## src/rtl/bf9_pkg.sv

```systemverilog
// ----------------------------------------------------------------------------
// bf9_pkg
// Types and fixed constants shared by the 9x9 RGB box filter modules.
// ----------------------------------------------------------------------------
`default_nettype none

package bf9_pkg;

  localparam int KERNEL_SIZE = 9;
  localparam int RAD         = KERNEL_SIZE / 2;
  localparam int KEEP        = KERNEL_SIZE - 1;
  localparam int AREA        = KERNEL_SIZE * KERNEL_SIZE;
  localparam int BURST       = RAD + 1;

  // floor(s / 81) == (s * RECIP_MUL) >> RECIP_SHIFT for every window sum.
  localparam int RECIP_SHIFT = 21;
  localparam int RECIP_MUL   = (2 ** RECIP_SHIFT + AREA - 1) / AREA;
  localparam int RECIP_W     = 15;

  localparam int CSUM_W = 12;
  localparam int WSUM_W = 15;
  localparam int PROD_W = WSUM_W + RECIP_W;

  localparam int FIFO_DEPTH = 16;
  localparam int FIFO_PTR_W = $clog2(FIFO_DEPTH);
  localparam int FIFO_CNT_W = FIFO_PTR_W + 1;

  localparam logic CFG_IDX_WIDTH  = 1'b0;
  localparam logic CFG_IDX_HEIGHT = 1'b1;

  localparam logic [10:0] WIDTH_RST  = 11'd512;
  localparam logic [12:0] HEIGHT_RST = 13'd512;

  typedef struct packed {
    logic       mode;
    logic [7:0] red_in;
    logic [7:0] green_in;
    logic [7:0] blue_in;
  } in_word_t;

  typedef struct packed {
    logic [7:0]  red_out;
    logic [7:0]  green_out;
    logic [7:0]  blue_out;
    logic [11:0] out_row;
    logic [9:0]  out_col;
    logic        last_of_run;
    logic        frame_done;
  } out_word_t;

  typedef struct packed {
    logic [7:0] r;
    logic [7:0] g;
    logic [7:0] b;
  } rgb_t;

  typedef struct packed {
    logic [CSUM_W-1:0] r;
    logic [CSUM_W-1:0] g;
    logic [CSUM_W-1:0] b;
  } csum_t;

  typedef struct packed {
    logic [WSUM_W-1:0] r;
    logic [WSUM_W-1:0] g;
    logic [WSUM_W-1:0] b;
  } wsum_t;

  typedef struct packed {
    logic [PROD_W-1:0] r;
    logic [PROD_W-1:0] g;
    logic [PROD_W-1:0] b;
  } prod_t;

  // One column step as it travels down the pipeline.
  typedef struct packed {
    logic        valid;
    logic        mem;
    logic        wr;
    logic        clr;
    logic        emit;
    logic        last;
    logic        done;
    logic [3:0]  nvalid;
    logic [11:0] orow;
    logic [9:0]  ocol;
  } step_ctl_t;

endpackage

`default_nettype wire

```

## src/rtl/bf9_fifo.sv

```systemverilog
// ----------------------------------------------------------------------------
// bf9_fifo
// Small output queue for finished result words.
// ----------------------------------------------------------------------------
`default_nettype none

module bf9_fifo
  import bf9_pkg::*;
(
  input  wire logic                  clk,
  input  wire logic                  rst_n,
  input  wire logic                  push,
  input  wire out_word_t             push_data,
  input  wire logic                  pop,
  output logic                       not_empty,
  output out_word_t                  head,
  output logic [FIFO_CNT_W-1:0]      count
);

  out_word_t               mem [FIFO_DEPTH];
  logic [FIFO_PTR_W-1:0]   wr_ptr_r, wr_ptr_nxt;
  logic [FIFO_PTR_W-1:0]   rd_ptr_r, rd_ptr_nxt;
  logic [FIFO_CNT_W-1:0]   cnt_r, cnt_nxt;
  logic                    do_pop;

  assign do_pop     = pop & (cnt_r != '0);
  assign wr_ptr_nxt = push ? wr_ptr_r + 1'b1 : wr_ptr_r;
  assign rd_ptr_nxt = do_pop ? rd_ptr_r + 1'b1 : rd_ptr_r;
  assign cnt_nxt    = cnt_r + FIFO_CNT_W'(push) - FIFO_CNT_W'(do_pop);

  always_ff @(posedge clk) begin
    if (push) begin
      mem[wr_ptr_r] <= push_data;
    end
  end

  always_ff @(posedge clk) begin
    if (!rst_n) begin
      wr_ptr_r <= '0;
      rd_ptr_r <= '0;
      cnt_r    <= '0;
    end else begin
      wr_ptr_r <= wr_ptr_nxt;
      rd_ptr_r <= rd_ptr_nxt;
      cnt_r    <= cnt_nxt;
    end
  end

  assign not_empty = (cnt_r != '0);
  assign head      = mem[rd_ptr_r];
  assign count     = cnt_r;

endmodule

`default_nettype wire

```

## config.mk

```make
export PLATFORM = sky130hd
export DESIGN_NAME = bf9_fifo
export DESIGN_NICKNAME = d
export VERILOG_FILES = /design/src/rtl/bf9_pkg.sv /design/src/rtl/bf9_fifo.sv
export SDC_FILE = /design/constraint.sdc
export NUM_CORES = 1
export LEC_CHECK = 0
export ABC_AREA = 1
export BUFFER_PORTS_ARGS = -buffer_cell sky130_fd_sc_hd__buf_4
export CAP_MARGIN = 20
export CELL_PAD_IN_SITES_DETAIL_PLACEMENT = 1
export CELL_PAD_IN_SITES_GLOBAL_PLACEMENT = 1
export CORE_AREA = 4 4 265 267
export CTS_CLUSTER_DIAMETER = 40
export CTS_CLUSTER_SIZE = 30
export DETAILED_ROUTE_END_ITERATION = 8
export DIE_AREA = 0 0 269 271
export HOLD_SLACK_MARGIN = 0.12
export PLACE_DENSITY_LB_ADDON = 0.2
export SETUP_SLACK_MARGIN = 0.05
export SYNTH_ARGS = -nofsm -noshare
export SYNTH_HDL_FRONTEND = slang
export SYNTH_SLANG_ARGS = --single-unit
```

## constraint.sdc

```tcl
create_clock -name clk -period 3.6 [get_ports clk]
set_input_delay 0.18 -clock clk [delete_from_list [all_inputs] [get_ports clk]]
set_output_delay 0.18 -clock clk [all_outputs]
set_load 0.005 [all_outputs]
```

==> results of run 1 <==
==> power by group <==
part           internal (W)  switching, W
logic               0.00153       0.00313
registers            0.0102     0.0000768
clock network       0.00690       0.00435
==> layout by cell type (no fill, tap or decap) <==
cell           netlist  layout
a21boi_1             1       1
a21oi_1              6       6
and3_1               1       1
buf_12               0      16
buf_4                5     133
bufinv_16            0      11
clkbuf_1            22      11
clkbuf_16            0     119
clkinv_1             0      14
clkinv_2             0      21
clkinv_4             0      11
clkinv_8             0       3
clkinvlp_4           0      19
dfxtp_1             17      13
dfxtp_4              0       4
diode_2              0       3
dlygate4sd3_1        0      52
edfxtp_1           768     768
fa_1                 1       1
ha_1                11      11
inv_1              594     592
inv_2                1       1
inv_4                0       1
inv_6                1      14
inv_8                0       4
nand2_1           1033    1033
nand3_1            578     578
nand4_1              1       1
nor2_1              34      18
nor2_4               0      16
o21a_1               1       1
o21ai_0              3       3
xor2_1               3       3
==> cells by family (layout without fill, tap and decap cells) <==
group | Yosys count | in the layout | synth area share (%)
buffers and inverters | 756 | 1022 | 9.59
AND/OR/NAND/NOR | 1647 | 1647 | 20.4
flip-flops | 785 | 785 | 69.2
XOR/XNOR | 3 | 3 | 0.0778
adder cells (fa/ha/maj) | 12 | 12 | 0.466
other | 0 | 3 | 0
AO/OA/AOI/OAI | 11 | 11 | 0.178
==> through the flow <==
stage               cells  hold slack, ns  instance area [um^2]  util (%)  worst slack [ns]
global route         4363           0.366                 39800      58.5             0.404
floorplan            3214           0.279                 33800         -             0.437
finish               4365           0.333                 39800      58.5             0.536
detailed placement   4085           0.454                 35400      51.9              1.02
CTS                  4362           0.304                 39800      58.5             0.494
global placement     4085           0.445                 35400      51.9              1.14
==> worst min-delay path, cell delays in order <==
cell and delay, ns:
dlygate4sd3_1 0.53, buf_4 0.16, nand2_1 0.06, inv_1 0.05
==> per-layer routing <==
metal / wire length, um / up-vias / track usage, % / part of all wire, %
met3: 5400 / 197 / 3.83 / 5.6
met1: 39000 / 12045 / 34.0 / 40
li1: - / 10738 / - / -
met4: 2850 / 0 / 9.31 / 3.0
met2: 49300 / 728 / 46.8 / 51
met5: 0 / - / 0 / 0
==> layout make-up <==
cell class | count | area (um^2) | share of cell area, %
sequential | 785 | 23400 | 58.8
inverter | 596 | 2260 | 5.67
antenna | 3 | 7.51 | 0.0188
tap | 882 | 1100 | 2.77
timing repair buffer | 201 | 1840 | 4.62
multi-input combinational | 1673 | 7270 | 18.3
clock buffer | 130 | 3020 | 7.58
clock inverter | 95 | 918 | 2.31
==> flip-flops by register name (all words and copies together) (netlist names), named ones only <==
register  cells
wr_ptr_r      4
count         5
rd_ptr_r      4
mem         768
==> Yosys cell counts, drive strengths merged <==
cell    number
nand4        1
nor2        34
nand3      578
inv        596
a21oi        6
a21boi       1
o21a         1
edfxtp     768
ha          11
fa           1
dfxtp       17
buf        138
clkbuf      22
nand2     1033
and3         1
xor2         3
o21ai        3
==> worst min path at each step <==
stage,from,end,slack [ns],cells after the start
after floorplan,push_data[0],mem[0][0]$_DFFE_PP_,0.28,0
after CTS,rst_n,count[1]$_SDFF_PN0_,0.30,4
final,rst_n,count[0]$_SDFF_PN0_,0.33,4
after global placement,rst_n,count[1]$_SDFF_PN0_,0.45,3
after global routing,rst_n,count[0]$_SDFF_PN0_,0.37,4
after detailed placement,rst_n,count[1]$_SDFF_PN0_,0.45,3
==> summary.txt, run 1 <==
Run status
  • Status: completed

Yosys
  • Dominant cell type by area after synthesis: edfxtp_1
  • Syn Inst Count: 3214
  • Syn_area_per_cell: ~11 um^2
  • Area share of the largest cell type after synthesis: approximately 68%
  • Seq/Total Area, Yosys: between 60 and 70%
  • Synth Cell Area: 0.0338 mm^2
  • Synth Warn #: 0
  • Synth area leaders: edfxtp_1 (68%), nand2_1 (11%), nand3_1 (8.6%)
  • Post-synth cell types: 23
  • Post-synthesis register bit count: a little under 800
  • Syn_nets: about 3300

Placed design
  • IO buf count: ~110
  • DPL Wire Length: ~48000 um
  • GPL Wtd Cong: 0.764

STA
  • Sum Neg Setup Slack: 0 ns
  • Max Fclk: ~0.33 GHz
  • Slew headroom: 30.2%
  • Final setup vio count: 0
  • Final Hold Vio Count: 0
  • Final Critical Period: approximately 3.1 ns
  • Clk_skew: between 0.02 and 0.025 ns
  • Worst-margin pin slew: around 1.0 ns
  • Fin crit share: approximately 85%
  • Unrepaired setup endpoints after global routing: false
  • Final-report max-slew violation count: 0

Critical path
  • Setup Crit Path Kind: flip-flop to output pin
  • Required time of the worst setup path: about 3.4 ns
  • Critical Path Fanout Max: around 140
  • CP bufs+invs: 3
  • Critical path's most frequent cell: nand3_1
  • R2r setup slk: 1.00 ns
  • Levels on crit path: 8
  • Crit path max-delay family: buffers and inverters
  • Startpoint types: flip-flop
  • Worst reg2reg path endpoint: count[4]$_SDFF_PN0_
  • Critical path arrival: 2.88 ns
  • Max incr delay on CP: a little under 0.5 ns
  • Critical-path cell list: clkinv_8 -> buf_4 -> nand2_1 -> nand3_1 -> nand3_1 -> nand3_1 -> nand2_1 -> buf_4
  • Crit path to: head[6]
  • Worst setup EP type: output pin
  • Worst r2r src: count[2]$_SDFF_PN0_
  • R2r worst-path depth: 15
  • Slowest-stage cell, CP: buf_4

Cells and area
  • Filler cell count: around 7100
  • Area grow syn2layout: 17.9%
  • Share of layout cells above drive strength 1: a little over a tenth
  • Final Net Count: between 3000 and 4000

Global routing
  • First-pass GRT wire length: ~150000 um
  • Number of global-route vias before repair: around 26000
  • Initial antenna violation count: 3
  • Grt total ovfl: 0
  • Pin count of the biggest net entering global routing: about 210
  • Gr usage total: 26.7%

CTS
  • H-Tree Depth: 3
  • Clock Latency Late Sink: between 0.6 and 0.7 ns
  • CTS Buffer Depth: 3
  • Hold buffers post-CTS: between 50 and 60
  • Reg clk slew, reported paths: 0.05 ns
  • Cts bufs inserted: 119
  • Num Clock Sinks: 785
  • Root Driver: clkbuf_16
  • Post-CTS setup buffer count: 0
  • CTS tree: built
  • Resize count post-CTS: 0

Floorplanning
  • Die X: about 270 um
  • Die Span Y: 271 um
  • Row cnt: between 90 and 100
  • Core Area: 0.0681 mm^2
  • DIE AREA: 0.0729 mm^2
  • Initial core utilization: between 40% and 50%
  • Top Ports: roughly 110

Flow run
  • Max-Cap Viols: 0

Route
  • Wire length per cell: approximately 22 um
  • DRT antenna net count: 0
  • Via density: between 5 and 6
  • DRC: 0
  • First-pass DRT Iterations: 7
  • Initial DRC Count: roughly 2000
  • Routed Wire Length: roughly 97000 um
  • Vias post-DR: between 20000 and 25000

Power
  • P per Cell Area: around 660 mW/mm^2
  • Worst ir drop on vdd: just over 0.5 mV
  • Leakage: roughly 17 nW
  • Total power: 0.0262 W

Worst hold path
  • Worst Hold Class: input pin to flip-flop
Power figures use the tool's default switching activity.
==> run 2: changes to the inputs <==
--- a/config.mk
+++ b/config.mk
@@ -5,16 +5,15 @@
 export SDC_FILE = /design/constraint.sdc
 export NUM_CORES = 1
 export LEC_CHECK = 0
-export ABC_AREA = 1
-export BUFFER_PORTS_ARGS = -buffer_cell sky130_fd_sc_hd__buf_4
 export CAP_MARGIN = 20
 export CELL_PAD_IN_SITES_DETAIL_PLACEMENT = 1
 export CELL_PAD_IN_SITES_GLOBAL_PLACEMENT = 1
-export CORE_AREA = 4 4 265 267
+export CORE_AREA = 4 4 235 237
 export CTS_CLUSTER_DIAMETER = 40
 export CTS_CLUSTER_SIZE = 30
 export DETAILED_ROUTE_END_ITERATION = 8
-export DIE_AREA = 0 0 269 271
+export DIE_AREA = 0 0 239 241
+export DONT_BUFFER_PORTS = 1
 export HOLD_SLACK_MARGIN = 0.12
 export PLACE_DENSITY_LB_ADDON = 0.2
 export SETUP_SLACK_MARGIN = 0.05
==> run 2 against run 1 <==
Cell count fell by 51%. Non-clock buffer count fell by 133. Clock power fell by 8%. Hold slack improved by 0.031 ns. Total power fell by 8.4%. Combinational power fell by 31%. Final area fell by 13%. Sequential power barely moved. Synthesized cell count fell by 60%.
==> summary.txt, run 2 <==
Run status
  • Status: completed

Placed design
  • DPL Wire Length: 30300 um
  • IO buf count: 0
  • GPL Wtd Cong: approximately 0.68
  • Worst slack, placed: 0.452 ns

Floorplanning
  • DIE AREA: around 0.058 mm^2
  • Die Span Y: around 240 um
  • Top Ports: approximately 110
  • Initial core utilization: a little under three fifths
  • Row cnt: between 80 and 90
  • Die X: 239 um
  • Core Area: approximately 0.053 mm^2

STA
  • Worst-margin pin slew: about 1.1 ns
  • Slew headroom: roughly a quarter
  • Final Critical Period: ~3.2 ns
  • Worst setup margin: 0.440 ns
  • Clk_skew: between 0.02 and 0.03 ns
  • Unrepaired setup endpoints after global routing: false
  • Fin crit share: 87.8%
  • Max Fclk: approximately 0.32 GHz
  • Final-report max-slew violation count: 0
  • Sum Neg Setup Slack: 0 ns
  • Final Hold Vio Count: 0
  • Final setup vio count: 0

Power
  • Sw Ratio: between 20 and 25%
  • Int Pwr: 0.0181 W
  • Combinational cell fraction of total power: 13.4%
  • Sequential Power Share: between 40% and 50%
  • Worst ir drop on vdd: between 0.4 and 0.5 mV
  • Clk pwr share: 43.4%
  • P per Cell Area: about 700 mW/mm^2
  • Switching power total: between 0.005 and 0.006 W
  • Leakage: around 11 nW

Critical path
  • Worst setup EP type: flip-flop
  • Critical Path Fanout Max: 5
  • Critical-path cell list: inv_1 -> ha_1 -> or4b_1 -> nand2_1 -> inv_1 -> ha_1 -> inv_1 -> ha_1 -> fa_1 -> a21oi_1 -> nor2_1 -> or3_1 -> and3_1
  • Critical path arrival: ~3.7 ns
  • Slowest-stage cell, CP: or4b_1
  • Required time of the worst setup path: 4.14 ns
  • Setup Crit Path Kind: flip-flop to flip-flop
  • Max incr delay on CP: ~0.54 ns
  • Startpoint types: flip-flop

Yosys
  • Syn_nets: around 1300
  • Post-synth cell types: 30
  • Syn Inst Count: 1272
  • Synth Warn #: 0
  • Synth Cell Area: ~0.030 mm^2
  • Seq/Total Area, Yosys: approximately 79%
  • Dominant cell type by area after synthesis: edfxtp_1
  • Syn_area_per_cell: ~23 um^2
  • Top cells by count, synth: edfxtp_1 (768), mux4_2 (192), a22oi_1 (96)
  • Synth area leaders: edfxtp_1 (78%), mux4_2 (15%), a22oi_1 (2.4%)
  • Post-synth EDFFs: between 700 and 800
  • Area share of the largest cell type after synthesis: between 70% and 80%
  • Async SR Flop Fraction: 0%
  • Post-synthesis register bit count: 785
  • Top-count cell post-synth: edfxtp_1
  • Top_reg_cell synth: edfxtp_1

CTS
  • Num Clock Sinks: 785
  • Post-CTS setup buffer count: 0
  • Root Driver: clkbuf_16
  • Clock Latency Late Sink: ~0.65 ns
  • CTS Buffer Depth: 3
  • CTS tree: built
  • Resize count post-CTS: 0
  • Hold buffers post-CTS: 52
  • Cts bufs inserted: 99
  • Reg clk slew, reported paths: approximately 0.060 ns
  • H-Tree Depth: 3

Route
  • First-pass DRT Iterations: 5
  • Wire length per cell: ~31 um
  • Routed Wire Length: 67500 um
  • DRT antenna net count: 0
  • DRC: 0
  • Initial DRC Count: between 1000 and 1500
  • Via density: about 6.3
  • Vias post-DR: about 14000

Global routing
  • Grt total ovfl: 0
  • Pin count of the biggest net entering global routing: 57
  • Initial antenna violation count: 1
  • Number of global-route vias before repair: 14991
  • First-pass GRT wire length: 99900 um
  • Gr usage total: approximately a quarter

Cells and area
  • Final Net Count: between 1000 and 1500
  • Number of flip-flops in the largest register: around 770
  • Area grow syn2layout: 16.6%
  • Leading cell type in the layout, fill and taps excluded: edfxtp_1
  • Share of layout cells above drive strength 1: between 20% and 30%
  • Most frequent cells in the layout: edfxtp_1 (768), mux4_2 (192), clkbuf_16 (100)
  • Top reg by flops: mem

Flow run
  • Max-Cap Viols: 0

Worst hold path
  • Worst Hold Class: input pin to flip-flop
==> run 2: kinds of logic after synthesis <==
| family | Yosys count | synth area share, % |
|---|---|---|
| buffers and inverters | 75 | 1.29 |
| AO/OA/AOI/OAI | 101 | 2.54 |
| multiplexers | 193 | 14.7 |
| AND/OR/NAND/NOR | 97 | 1.60 |
| flip-flops | 785 | 79.1 |
| adder cells (fa/ha/maj) | 12 | 0.533 |
| XOR/XNOR | 9 | 0.267 |
==> run 2: cell type report <==
cell class	count	area, um^2
Timing Repair Buffer	68	766
Sequential cell	785	23400
Fill cell	4094	18800
Clock buffer	102	2510
Clock inverter	85	1030
Tap cell	696	871
Inverter	9	33.8
Multi-Input combinational cell	412	5860
Antenna cell	1	2.50
==> run 2: power groups by stage <==
stage	sequential [W]	combinational, W	clock (W)
finish	0.0104	0.00321	0.0104
detailed placement	0.0106	0.00309	0
global placement	0.0106	0.00303	0
global route	0.0104	0.00348	0.0110
floorplan	0.0104	0.00258	0
CTS	0.0104	0.00329	0.0106
==> run 2: path summary, 6_finish.rpt <==
| path | endpoint | slack (ns) | cells past startpoint | startpoint |
|---|---|---|---|---|
| hold / removal | flip-flop | 0.36 | 3 | pop |
| setup / recovery | count[4]$_SDFF_PN0_ | 0.44 | 13 | count[3]$_SDFF_PN0_ |
| setup reg to reg | count[4]$_SDFF_PN0_ | 0.44 | 13 | count[3]$_SDFF_PN0_ |
| hold reg to reg | flip-flop | 0.52 | 2 | rd_ptr_r[1]$_SDFFE_PN0N_ |
==> run 2: critical path: cells and delay by family, from the launching register on <==
kind	cells	cell delay, ns
simple gates	5	1.29
buf+inv	3	0.19
fa+ha+maj	4	1.05
compound gates	1	0.17
flops	1	0.35
==> run 2: layer usage <==
layer	global-route usage, %	share of wire [%]	vias to the layer above	wire [um]
met5	0	0	-	0
met4	5.68	1.9	0	1300
met3	4.73	5.3	101	3590
met2	40.4	52	388	35100
met1	33.1	41	7356	27500
li1	-	-	5665	-
==> run 2: per-stage QoR <==
step                      power (W)  cell area, um^2  std cells  hold slack (ns)  utilization, %
after global placement       0.0136            30400       1918            0.280            57.1
after global routing         0.0248            34500       2157            0.391            64.7
after detailed placement     0.0137            30400       1918            0.279            57.1
after floorplan              0.0130            29600       1272            0.279               -
final                        0.0240            34500       2158            0.364            64.7
after CTS                    0.0242            34500       2157            0.325            64.7
