<file path="src/rtl/bf9_pkg.sv">
// ----------------------------------------------------------------------------
// bf9_pkg
// Types and fixed constants shared by the 9x9 RGB box filter modules.
// ----------------------------------------------------------------------------
`default_nettype none

package bf9_pkg;

  localparam int KERNEL_SIZE = 9;
  localparam int RAD         = KERNEL_SIZE / 2;
  localparam int KEEP        = KERNEL_SIZE - 1;
  localparam int AREA        = KERNEL_SIZE * KERNEL_SIZE;
  localparam int BURST       = RAD + 1;

  // floor(s / 81) == (s * RECIP_MUL) >> RECIP_SHIFT for every window sum.
  localparam int RECIP_SHIFT = 21;
  localparam int RECIP_MUL   = (2 ** RECIP_SHIFT + AREA - 1) / AREA;
  localparam int RECIP_W     = 15;

  localparam int CSUM_W = 12;
  localparam int WSUM_W = 15;
  localparam int PROD_W = WSUM_W + RECIP_W;

  localparam int FIFO_DEPTH = 16;
  localparam int FIFO_PTR_W = $clog2(FIFO_DEPTH);
  localparam int FIFO_CNT_W = FIFO_PTR_W + 1;

  localparam logic CFG_IDX_WIDTH  = 1'b0;
  localparam logic CFG_IDX_HEIGHT = 1'b1;

  localparam logic [10:0] WIDTH_RST  = 11'd512;
  localparam logic [12:0] HEIGHT_RST = 13'd512;

  typedef struct packed {
    logic       mode;
    logic [7:0] red_in;
    logic [7:0] green_in;
    logic [7:0] blue_in;
  } in_word_t;

  typedef struct packed {
    logic [7:0]  red_out;
    logic [7:0]  green_out;
    logic [7:0]  blue_out;
    logic [11:0] out_row;
    logic [9:0]  out_col;
    logic        last_of_run;
    logic        frame_done;
  } out_word_t;

  typedef struct packed {
    logic [7:0] r;
    logic [7:0] g;
    logic [7:0] b;
  } rgb_t;

  typedef struct packed {
    logic [CSUM_W-1:0] r;
    logic [CSUM_W-1:0] g;
    logic [CSUM_W-1:0] b;
  } csum_t;

  typedef struct packed {
    logic [WSUM_W-1:0] r;
    logic [WSUM_W-1:0] g;
    logic [WSUM_W-1:0] b;
  } wsum_t;

  typedef struct packed {
    logic [PROD_W-1:0] r;
    logic [PROD_W-1:0] g;
    logic [PROD_W-1:0] b;
  } prod_t;

  // One column step as it travels down the pipeline.
  typedef struct packed {
    logic        valid;
    logic        mem;
    logic        wr;
    logic        clr;
    logic        emit;
    logic        last;
    logic        done;
    logic [3:0]  nvalid;
    logic [11:0] orow;
    logic [9:0]  ocol;
  } step_ctl_t;

endpackage

`default_nettype wire

</file>
<file path="src/rtl/bf9_seq.sv">
// ----------------------------------------------------------------------------
// bf9_seq
// Input sequencer: tracks frame position and turns each input word into
// one or more column steps for the line buffer chain.
// ----------------------------------------------------------------------------
`default_nettype none

module bf9_seq
  import bf9_pkg::*;
#(
  parameter int MAX_WIDTH  = 1024,
  parameter int MAX_HEIGHT = 4096,
  localparam int CW = $clog2(MAX_WIDTH),
  localparam int RW = $clog2(MAX_HEIGHT)
) (
  input  wire logic          clk,
  input  wire logic          rst_n,
  input  wire logic          cfg_we,
  input  wire logic          cfg_index,
  input  wire logic [12:0]   cfg_data,
  input  wire logic          in_valid,
  output logic               in_ready,
  input  wire in_word_t      in_data,
  input  wire logic          room,
  output logic [CW-1:0]      rd_addr,
  output step_ctl_t          step_ctl,
  output logic [CW-1:0]      step_col,
  output rgb_t               step_px
);

  localparam int WB = CW + 1;
  localparam int HB = RW + 1;

  logic [10:0]   width_r, width_nxt;
  logic [12:0]   height_r, height_nxt;
  logic [RW-1:0] in_row_r, in_row_nxt;
  logic [CW-1:0] in_col_r, in_col_nxt;
  logic [RW-1:0] drain_row_r, drain_row_nxt;
  logic [CW-1:0] drain_col_r, drain_col_nxt;
  logic          draining_r, draining_nxt;
  logic [2:0]    b_cnt_r, b_cnt_nxt;

  logic          b_mem_r, b_mem_nxt;
  logic          b_emit_all_r, b_emit_all_nxt;
  logic [CW-1:0] b_col_r, b_col_nxt;
  logic [11:0]   b_orow_r, b_orow_nxt;
  logic [9:0]    b_ocol_r, b_ocol_nxt;
  logic [3:0]    b_nv_r, b_nv_nxt;

  step_ctl_t     ctl_r, ctl_nxt;
  logic [CW-1:0] col_r, col_nxt;
  rgb_t          px_r;

  logic [WB-1:0] eff_w;
  logic [HB-1:0] eff_h;
  logic          accept, is_pix, is_drn;
  logic          pix_row_end, pix_frame_end, pix_r_ok, pix_c_ok;
  logic [3:0]    pix_nv;
  logic          d_row_end, d_done, d_first, d_far_in;
  logic [HB-1:0] d_left;
  logic [3:0]    d_nv;
  logic [WB-1:0] d_far;
  logic [RW-1:0] d_start_row;

  always_comb begin
    if (width_r < 11'(RAD + 1)) begin
      eff_w = WB'(RAD + 1);
    end else if (32'(width_r) > MAX_WIDTH) begin
      eff_w = WB'(MAX_WIDTH);
    end else begin
      eff_w = WB'(width_r);
    end
    if (height_r == '0) begin
      eff_h = HB'(1);
    end else if (32'(height_r) > MAX_HEIGHT) begin
      eff_h = HB'(MAX_HEIGHT);
    end else begin
      eff_h = HB'(height_r);
    end
  end

  assign in_ready = (b_cnt_r == '0) & room;
  assign accept   = in_valid & in_ready;
  assign is_pix   = accept & ~in_data.mode & ~draining_r;
  assign is_drn   = accept & in_data.mode & draining_r;

  assign pix_row_end   = (WB'(in_col_r) + WB'(1)) >= eff_w;
  assign pix_frame_end = pix_row_end & ((HB'(in_row_r) + HB'(1)) >= eff_h);
  assign pix_r_ok      = in_row_r >= RW'(RAD);
  assign pix_c_ok      = in_col_r >= CW'(RAD);
  assign pix_nv        = (in_row_r >= RW'(KEEP)) ? 4'(KEEP) : 4'(in_row_r);

  assign d_row_end   = (WB'(drain_col_r) + WB'(1)) >= eff_w;
  assign d_done      = d_row_end & ((HB'(drain_row_r) + HB'(1)) >= eff_h);
  assign d_first     = (drain_col_r == '0);
  assign d_far       = WB'(drain_col_r) + WB'(RAD);
  assign d_far_in    = d_far < eff_w;
  assign d_left      = eff_h - HB'(drain_row_r);
  assign d_nv        = (eff_h < (d_left + HB'(RAD))) ? 4'(eff_h) : 4'(d_left + HB'(RAD));
  assign d_start_row = (eff_h > HB'(RAD)) ? RW'(eff_h - HB'(RAD)) : '0;

  // Step issue: a pending burst wins, otherwise the accepted word.
  always_comb begin
    ctl_nxt = '0;
    col_nxt = '0;
    if (b_cnt_r != '0) begin
      ctl_nxt.valid  = 1'b1;
      ctl_nxt.mem    = b_mem_r;
      ctl_nxt.emit   = b_emit_all_r | (b_cnt_r == 3'd1);
      ctl_nxt.last   = (b_cnt_r == 3'd1);
      ctl_nxt.nvalid = b_nv_r;
      ctl_nxt.orow   = b_orow_r;
      ctl_nxt.ocol   = b_ocol_r;
      col_nxt        = b_col_r;
    end else if (is_pix) begin
      ctl_nxt.valid  = 1'b1;
      ctl_nxt.mem    = 1'b1;
      ctl_nxt.wr     = 1'b1;
      ctl_nxt.clr    = (in_col_r == '0);
      ctl_nxt.emit   = pix_r_ok & pix_c_ok;
      ctl_nxt.last   = pix_r_ok & pix_c_ok & ~pix_row_end;
      ctl_nxt.nvalid = pix_nv;
      ctl_nxt.orow   = 12'(in_row_r - RAD);
      ctl_nxt.ocol   = 10'(in_col_r - RAD);
      col_nxt        = in_col_r;
    end else if (is_drn) begin
      ctl_nxt.valid  = 1'b1;
      ctl_nxt.mem    = d_first | d_far_in;
      ctl_nxt.clr    = d_first;
      ctl_nxt.emit   = ~d_first;
      ctl_nxt.last   = ~d_first;
      ctl_nxt.done   = d_done;
      ctl_nxt.nvalid = d_nv;
      ctl_nxt.orow   = 12'(drain_row_r);
      ctl_nxt.ocol   = 10'(drain_col_r);
      col_nxt        = d_first ? '0 : CW'(d_far);
    end
  end

  // Burst bookkeeping for row-end trailing steps and the drain row start.
  always_comb begin
    b_cnt_nxt      = b_cnt_r;
    b_mem_nxt      = b_mem_r;
    b_emit_all_nxt = b_emit_all_r;
    b_col_nxt      = b_col_r;
    b_orow_nxt     = b_orow_r;
    b_ocol_nxt     = b_ocol_r;
    b_nv_nxt       = b_nv_r;
    if (b_cnt_r != '0) begin
      b_cnt_nxt  = b_cnt_r - 3'd1;
      b_col_nxt  = b_col_r + CW'(1);
      b_ocol_nxt = b_emit_all_r ? b_ocol_r + 10'd1 : b_ocol_r;
    end else if (is_pix & pix_row_end & pix_r_ok) begin
      b_cnt_nxt      = 3'(RAD);
      b_mem_nxt      = 1'b0;
      b_emit_all_nxt = 1'b1;
      b_col_nxt      = '0;
      b_orow_nxt     = 12'(in_row_r - RAD);
      b_ocol_nxt     = 10'(in_col_r - RAD + 1);
      b_nv_nxt       = '0;
    end else if (is_drn & d_first) begin
      b_cnt_nxt      = 3'(RAD);
      b_mem_nxt      = 1'b1;
      b_emit_all_nxt = 1'b0;
      b_col_nxt      = CW'(1);
      b_orow_nxt     = 12'(drain_row_r);
      b_ocol_nxt     = '0;
      b_nv_nxt       = d_nv;
    end
  end

  // Frame position and configuration.
  always_comb begin
    width_nxt     = width_r;
    height_nxt    = height_r;
    in_row_nxt    = in_row_r;
    in_col_nxt    = in_col_r;
    drain_row_nxt = drain_row_r;
    drain_col_nxt = drain_col_r;
    draining_nxt  = draining_r;
    if (cfg_we) begin
      unique case (cfg_index)
        CFG_IDX_WIDTH:  width_nxt  = cfg_data[10:0];
        CFG_IDX_HEIGHT: height_nxt = cfg_data;
        default:        width_nxt  = width_r;
      endcase
      in_row_nxt    = '0;
      in_col_nxt    = '0;
      drain_row_nxt = '0;
      drain_col_nxt = '0;
      draining_nxt  = 1'b0;
    end else if (is_pix) begin
      if (pix_row_end) begin
        in_col_nxt = '0;
        if (pix_frame_end) begin
          in_row_nxt    = '0;
          draining_nxt  = 1'b1;
          drain_row_nxt = d_start_row;
          drain_col_nxt = '0;
        end else begin
          in_row_nxt = in_row_r + RW'(1);
        end
      end else begin
        in_col_nxt = in_col_r + CW'(1);
      end
    end else if (is_drn) begin
      if (d_done) begin
        in_row_nxt    = '0;
        in_col_nxt    = '0;
        drain_row_nxt = '0;
        drain_col_nxt = '0;
        draining_nxt  = 1'b0;
      end else if (d_row_end) begin
        drain_col_nxt = '0;
        drain_row_nxt = drain_row_r + RW'(1);
      end else begin
        drain_col_nxt = drain_col_r + CW'(1);
      end
    end
  end

  always_ff @(posedge clk) begin
    if (!rst_n) begin
      width_r     <= WIDTH_RST;
      height_r    <= HEIGHT_RST;
      in_row_r    <= '0;
      in_col_r    <= '0;
      drain_row_r <= '0;
      drain_col_r <= '0;
      draining_r  <= 1'b0;
      b_cnt_r     <= '0;
      ctl_r       <= '0;
    end else begin
      width_r     <= width_nxt;
      height_r    <= height_nxt;
      in_row_r    <= in_row_nxt;
      in_col_r    <= in_col_nxt;
      drain_row_r <= drain_row_nxt;
      drain_col_r <= drain_col_nxt;
      draining_r  <= draining_nxt;
      b_cnt_r     <= b_cnt_nxt;
      ctl_r       <= ctl_nxt;
    end
  end

  always_ff @(posedge clk) begin
    b_mem_r      <= b_mem_nxt;
    b_emit_all_r <= b_emit_all_nxt;
    b_col_r      <= b_col_nxt;
    b_orow_r     <= b_orow_nxt;
    b_ocol_r     <= b_ocol_nxt;
    b_nv_r       <= b_nv_nxt;
    col_r        <= col_nxt;
    px_r         <= '{r: in_data.red_in, g: in_data.green_in, b: in_data.blue_in};
  end

  assign rd_addr  = col_nxt;
  assign step_ctl = ctl_r;
  assign step_col = col_r;
  assign step_px  = px_r;

endmodule

`default_nettype wire

</file>
<file path="config.mk">
export PLATFORM = sky130hd
export DESIGN_NAME = bf9_seq
export DESIGN_NICKNAME = d
export VERILOG_FILES = /design/src/rtl/bf9_pkg.sv /design/src/rtl/bf9_seq.sv
export SDC_FILE = /design/constraint.sdc
export NUM_CORES = 1
export LEC_CHECK = 0
export BUFFER_PORTS_ARGS = -buffer_cell sky130_fd_sc_hd__buf_2
export CORE_ASPECT_RATIO = 1.4
export CORE_UTILIZATION = 64
export DETAILED_ROUTE_END_ITERATION = 8
export PLACE_DENSITY = 0.95
export SETUP_SLACK_MARGIN = 0.15
export SYNTH_ARGS = -nofsm -noshare
export SYNTH_HDL_FRONTEND = slang
export SYNTH_SLANG_ARGS = --single-unit
</file>
<file path="constraint.sdc">
create_clock -name clk -period 14.3 [get_ports clk]
set_input_delay 2.86 -clock clk [delete_from_list [all_inputs] [get_ports clk]]
set_output_delay 2.86 -clock clk [all_outputs]
set_load 0.02 [all_outputs]
</file>
==> results.toml, run 1 <==
[layout]
nFillCells = 1206
area_growth_pct = 10.64
finalNetCount = 1499
drive_above_1_share_pct = 13.67
diodes = 0

[sta]
fin_ws_ps = 6931
setup_viol = 0
skew_ps = 8.328
hold_ws_ps = 478.7
fin_setup_tns_ps = 0
max_freq_mhz = 135.7
timing.final.crit_share_pct = 51.53
rsz0062_at_grt = "false"
max_slew_margin_pct = 23.48
worstMarginPinSlew_ps = 1141
post-route-min-period_ps = 7369
slew_violations = 0
hold_viol = 0

[worst_setup_path]
r2r-start = "height_r[5]$_SDFFE_PN0P_"
crit_chain = "buf_2 -> and3_1 -> and3_1 -> buf_4 -> nand2_1 -> o221ai_1 -> buf_2"
crit_buf_inv = 3
crit_required_ps = 11440
r2r_setup_slack_ps = 7670
cp-startpoint = "room"
crit_path_end_kind = "primary output"
worstPathArrival_ps = 4510
critical_path_class = "in2out"
cp_slowest_cell = "o221ai_1"
critical-path-max-stage-delay_ps = 380
cp.depth = 7
critical_path_peak_fanout = 36
reg2reg_depth = 23
endpoint = "rd_addr[2]"
path_delay_family = "buffers and inverters"
startpoint_type = "primary input"
rr_endpoint = "b_nv_r[2]$_SDFFCE_PP0P_"

[worst_hold_path]
hp-class = "reg2reg"
min-delay-start = "height_r[7]$_SDFFE_PN0P_"

[logic_synthesis]
synth_edf_count = 38
synth_top_area_share_pct = 25.36
synthAdderAreaFrac_pct = 13.18
yosysSeqAreaShare_pct = 35.77
ys_warn_count = 0
synthDistinctLibCells = 79
synth_top_cells_by_count = "nand2_1, dfxtp_1, ha_1"
syn_avg_cell_area_um2 = 8.665
synth.cell_area_mm2 = 0.01097
netlist_top_cells_area = "dfxtp_1, ha_1, edfxtp_1"
synth_compound_area_share_pct = 18.32
synthMuxAreaShare_pct = 0.6501
synth_top_cell_by_area = "dfxtp_1"
synth_async_sr_flop_share_pct = 0
synthMostInstantiatedCell = "nand2_1"
synth_ff_type = "dfxtp_1"
ys_ff_latch = 177
syn_nets = 1425
syn_inst = 1266
synth-simple-area-share_pct = 19.75
synth-xor-area-share_pct = 7.265
synth_top_family_by_area = "simple AND/OR/NAND/NOR gates"

[placed_design]
hpwl_um = 23090
pre_cts_ws_ps = 6997
gp_congestion = 0.9423
portBuffers = 121

[global_route]
grt_pass1_vias = 10030
grt_pass1_wl_um = 50750
grt-ovfl-total = 0
gr-usage-all-layers_pct = 37.19
grt_max_degree = 45
antenna_found_initial = 0

[status]
status = "complete, no violations"

[clock_tree]
clk_latency_ps = 450
cts_resized = 0
cts_buffers = 17
clock_sinks = 177
clockRootBuffer = "clkbuf_16"
path_clk_slew_ps = 70
cts_tree = "yes"
htree_levels = 4
cts.path.max_buffers = 2
post_cts_buffers = 0
hold_buffers = 0

[floorplanning]
dieArea_mm2 = 0.01768
start_util_pct = 65.51
io_pins = 122
core_mm2 = 0.01675
rows = 56
die_y_um = 156.9
die_x_um = 112.7

[pwr]
vdd_drop_max_uv = 91.16
power_density_mw_per_mm2 = 131.3
p_leak_nw = 5.247

[route]
remaining_drc_errors = 0
drt_iter0_drc = 1113
via_per_inst = 6.700
dr.pass1.iters = 6
wl_per_cell_um = 20.58
num_vias = 10430
antenna_left = 0
wl_um = 32030

[flow_run]
drv_cap = 0
[sequential cells by signal (all words and copies together), names as in the netlist, 3 cells and up]
signal	count
b_col_r	10
b_ocol_r	10
in_row_r	12
width_r	11
in_col_r	10
step_ctl	33
step_col	10
drain_col_r	10
b_orow_r	12
step_px	24
height_r	13
b_cnt_r	3
drain_row_r	12
b_nv_r	4
[cells by family (layout without fill, tap and decap cells)]
logic type	count (synthesis)	after routing
compound gates	292	292
fa+ha+maj	115	115
simple gates	445	445
xor+xnor	91	91
flops	177	177
buf+inv	139	226
mux	7	7
[area by class of cell]
class	instances	area, um^2	area share (%)
Timing Repair Buffer	131	680.7	5.608
Multi-Input combinational cell	950	6496	53.52
Tap cell	203	254.0	2.093
Clock inverter	14	117.6	0.9690
Sequential cell	177	3924	32.33
Clock buffer	18	429.2	3.536
Inverter	63	236.5	1.948
[worst reg2reg max path, cell delays in order, from the launching register on]
cell and delay [ps]:
dfxtp_1 380, or3_1 440, nor4_1 480, a21oi_1 140, nor2_1 530, inv_1 100
ha_1 220, inv_1 60, ha_1 160, inv_1 60, fa_1 450, nor2b_1 120
o21ai_0 110, a21oi_1 210, o21ai_0 130, a211o_1 310, mux2i_1 130, a2111oi_0 450
ha_1 340, and4_1 220, a221o_1 370, nor2_1 640, nor2b_1 140, a211oi_1 260
[placed cells by master, fill, tap and decap left out, types with 38 or more instances in the layout]
cell      count
edfxtp_1     38
o21ai_0      64
xor2_1       40
xnor2_1      51
ha_1        114
inv_1        58
dfxtp_1     139
nand3_1      47
nor2_1       91
buf_2       121
nand2_1     144
a21oi_1      72
[routing by layer]
layer	global-route usage (%)	vias up	routed length, um
met1	38.38	4846	10860
li1	-	4718	-
met5	0	-	0
met3	8.163	209	2789
met4	32.83	0	2843
met2	63.70	652	15540
[how the worst min path moves through the flow]
stage               cells after the start                   endpoint  slack (ps)
floorplan                               2   height_r[1]$_SDFFE_PN0P_         450
global placement                        2    width_r[6]$_SDFFE_PN0P_         460
detailed placement                      2    width_r[0]$_SDFFE_PN0P_         470
CTS                                     2    width_r[0]$_SDFFE_PN0P_         480
global route                            2  height_r[10]$_SDFFE_PN0P_         490
finish                                  2   height_r[7]$_SDFFE_PN0P_         480
[power breakdown]
| part | leakage [nW] | internal (mW) | total [mW] | switching [mW] |
|---|---|---|---|---|
| registers | 1.50 | 0.607 | 0.659 | 0.0519 |
| logic | 3.47 | 0.172 | 0.491 | 0.319 |
| clock network | 0.273 | 0.228 | 0.444 | 0.216 |
[stage by stage]
stage	power [mW]	std cells	util (%)	area, um^2
after global placement	1.125	1524	69.22	11590
after detailed placement	1.143	1524	69.22	11590
after global routing	1.659	1556	72.48	12140
after floorplan	0.9904	1266	-	10970
final	1.594	1556	72.48	12140
after CTS	1.580	1556	72.48	12140
No activity file was read; power rests on OpenSTA's default activity.
==> inputs of run 2 (changes only) <==
ABC_AREA = 1   (was default)
CORE_UTILIZATION = 54   (was 64)
PLACE_DENSITY = 0.86   (was 0.95)
clock period = 6.5 ns   (was 14.3 ns; I/O delays follow)
==> results.toml, run 2 <==
[status]
status = "complete, no violations"

[layout]
stdcell_count = 1840
drive_above_1_share_pct = 14.90
diodes = 0
largest_reg_flops = 33
layout_common_cells = "nand2_1, nor2_1, inv_1"
final_common_cell = "nand2_1"
area_growth_pct = 11.86
finalNetCount = 1730

[pwr]
comb_power_share_pct = 32.3
p_int_mw = 2.332
power_density_mw_per_mm2 = 294.8
clkPwrFrac_pct = 28.7
switchingPower_mw = 1.373
p_leak_nw = 6.033
netSwitchingFraction_pct = 37.05
vdd_drop_max_uv = 205.2
seqPwrFrac_pct = 39.0

[clock_tree]
path_clk_slew_ps = 70
post_cts_buffers = 0
clk_latency_ps = 450
clockRootBuffer = "clkbuf_16"
clock_sinks = 177
cts_buffers = 17
cts_tree = "yes"
cts.path.max_buffers = 2
cts_resized = 0
hold_buffers = 0
htree_levels = 4

[logic_synthesis]
synth_top_area_share_pct = 24.77
syn_avg_cell_area_um2 = 7.630
synthMostInstantiatedCell = "nand2_1"
ys_warn_count = 0
synth_top_cells_by_count = "nand2_1, nor2_1, inv_1"
synth.cell_area_mm2 = 0.01123
syn_inst = 1472
netlist_top_cells_area = "dfxtp_1, ha_1, nand2_1"
syn_nets = 1631
synth_edf_count = 38
synth_ff_type = "dfxtp_1"
yosysSeqAreaShare_pct = 34.93
synth_top_cell_by_area = "dfxtp_1"
ys_ff_latch = 177
synthDistinctLibCells = 61
synth_async_sr_flop_share_pct = 0

[floorplanning]
io_pins = 122
rows = 62
start_util_pct = 54.84
core_mm2 = 0.02048
dieArea_mm2 = 0.02139
die_x_um = 123.9
die_y_um = 172.6

[sta]
fin_setup_tns_ps = 0
post-route-min-period_ps = 4796
skew_ps = 11.85
fin_ws_ps = 1704
max_slew_margin_pct = 42.72
hold_viol = 0
rsz0062_at_grt = "false"
slew_violations = 0
max_freq_mhz = 208.5
setup_viol = 0
worstMarginPinSlew_ps = 859.2
timing.final.crit_share_pct = 73.78

[global_route]
grt_pass1_vias = 10430
gr-usage-all-layers_pct = 30.67
grt_max_degree = 46
grt_pass1_wl_um = 50410
antenna_found_initial = 0
grt-ovfl-total = 0

[worst_setup_path]
r2r_setup_slack_ps = 1840
worstPathArrival_ps = 3500
rr_endpoint = "b_nv_r[0]$_SDFFCE_PP0P_"
critical_path_class = "reg2out"
crit_path_end_kind = "primary output"
critical_path_peak_fanout = 43
crit_required_ps = 5200
reg2reg_depth = 25
r2r-start = "height_r[4]$_SDFFE_PN0P_"
startpoint_type = "flop"

[route]
wl_per_cell_um = 17.27
remaining_drc_errors = 0
wl_um = 31770
antenna_left = 0
via_per_inst = 5.748
num_vias = 10580
dr.pass1.iters = 8
drt_iter0_drc = 741

[placed_design]
place_inst = 1808
gp_congestion = 1.002
hpwl_um = 24450
portBuffers = 121
pre_cts_ws_ps = 1901

[flow_run]
drv_cap = 0

[worst_hold_path]
whs_endpoint = "width_r[8]$_SDFFE_PN0P_"
hp-class = "reg2reg"
hold_depth = 2
min-delay-start = "width_r[8]$_SDFFE_PN0P_"
==> run 2: logic make-up after synthesis <==
kind of cell	share of synthesized area (%)
xor gates and xnor gates	5.503
DFF	34.93
and+or+nand+nor	25.21
adders and majority gates	12.88
AOI/OAI and AO/OA	13.58
buffers and inverters	7.898
==> run 2: final cells by class <==
type                    count  area, um^2
multi-input cells        1078        6421
clock inverters            12       143.9
well taps                 256       320.3
flip-flops and latches    177        3924
clock buffers              20       467.9
inverters                 171       644.4
repair buffers            126       643.1
fillers                  1812        7915
==> run 2: worst max path at each step <==
| stage | start | end | depth (start not counted) |
|---|---|---|---|
| 6_report | b_cnt_r[0]$_SDFFE_PN0P_ | rd_addr[6] | 11 |
| 5_1_grt | height_r[2]$_SDFFE_PN0P_ | b_nv_r[0]$_SDFFCE_PP0P_ | 25 |
| 4_1_cts | b_cnt_r[0]$_SDFFE_PN0P_ | rd_addr[6] | 11 |
| 3_5_place_dp | height_r[2]$_SDFFE_PN0P_ | b_nv_r[0]$_SDFFCE_PP0P_ | 26 |
| 3_3_place_gp | height_r[2]$_SDFFE_PN0P_ | b_nv_r[1]$_SDFFCE_PP0P_ | 26 |
| 2_1_floorplan | room | rd_addr[0] | 6 |
==> run 2: metal layers <==
layer / wire [um] / track usage [%] / vias to the layer above
li1: - / - / 5096
met5: 0 / 0 / -
met4: 2810 / 27.13 / 0
met3: 2022 / 5.904 / 162
met1: 11080 / 30.24 / 4829
met2: 15860 / 53.13 / 490
==> run 2: power by group through the flow <==
| stage | sequential, mW | clock (mW) | combinational [mW] |
|---|---|---|---|
| after global routing | 1.47 | 1.11 | 1.32 |
| final | 1.45 | 1.06 | 1.19 |
| after global placement | 1.46 | 0 | 1.13 |
| after detailed placement | 1.47 | 0 | 1.17 |
| after CTS | 1.45 | 1.07 | 1.19 |
| after floorplan | 1.55 | 0 | 0.728 |
==> run 2: critical path, stage by stage, from the launching register on <==
cell and delay (ps):
dfxtp_1 350, nor2_1 150, ha_1 740, nand2_1 140, inv_2 90, nand2_1 80
inv_2 100, nand2_4 330, inv_4 440, a221oi_1 180, a21oi_1 230, buf_2 210
==> run 2: metrics by stage <==
| stage | instance area [um^2] | hold WS, ps | total power [mW] | utilization, % |
|---|---|---|---|---|
| 2_1_floorplan | 11230 | 444.0 | 2.282 | - |
| 3_3_place_gp | 11950 | 472.6 | 2.598 | 58.36 |
| 3_5_place_dp | 11950 | 482.3 | 2.641 | 58.36 |
| 4_1_cts | 12560 | 491.6 | 3.704 | 61.35 |
| 5_1_grt | 12560 | 525.8 | 3.903 | 61.35 |
| 6_report | 12560 | 492.2 | 3.704 | 61.35 |
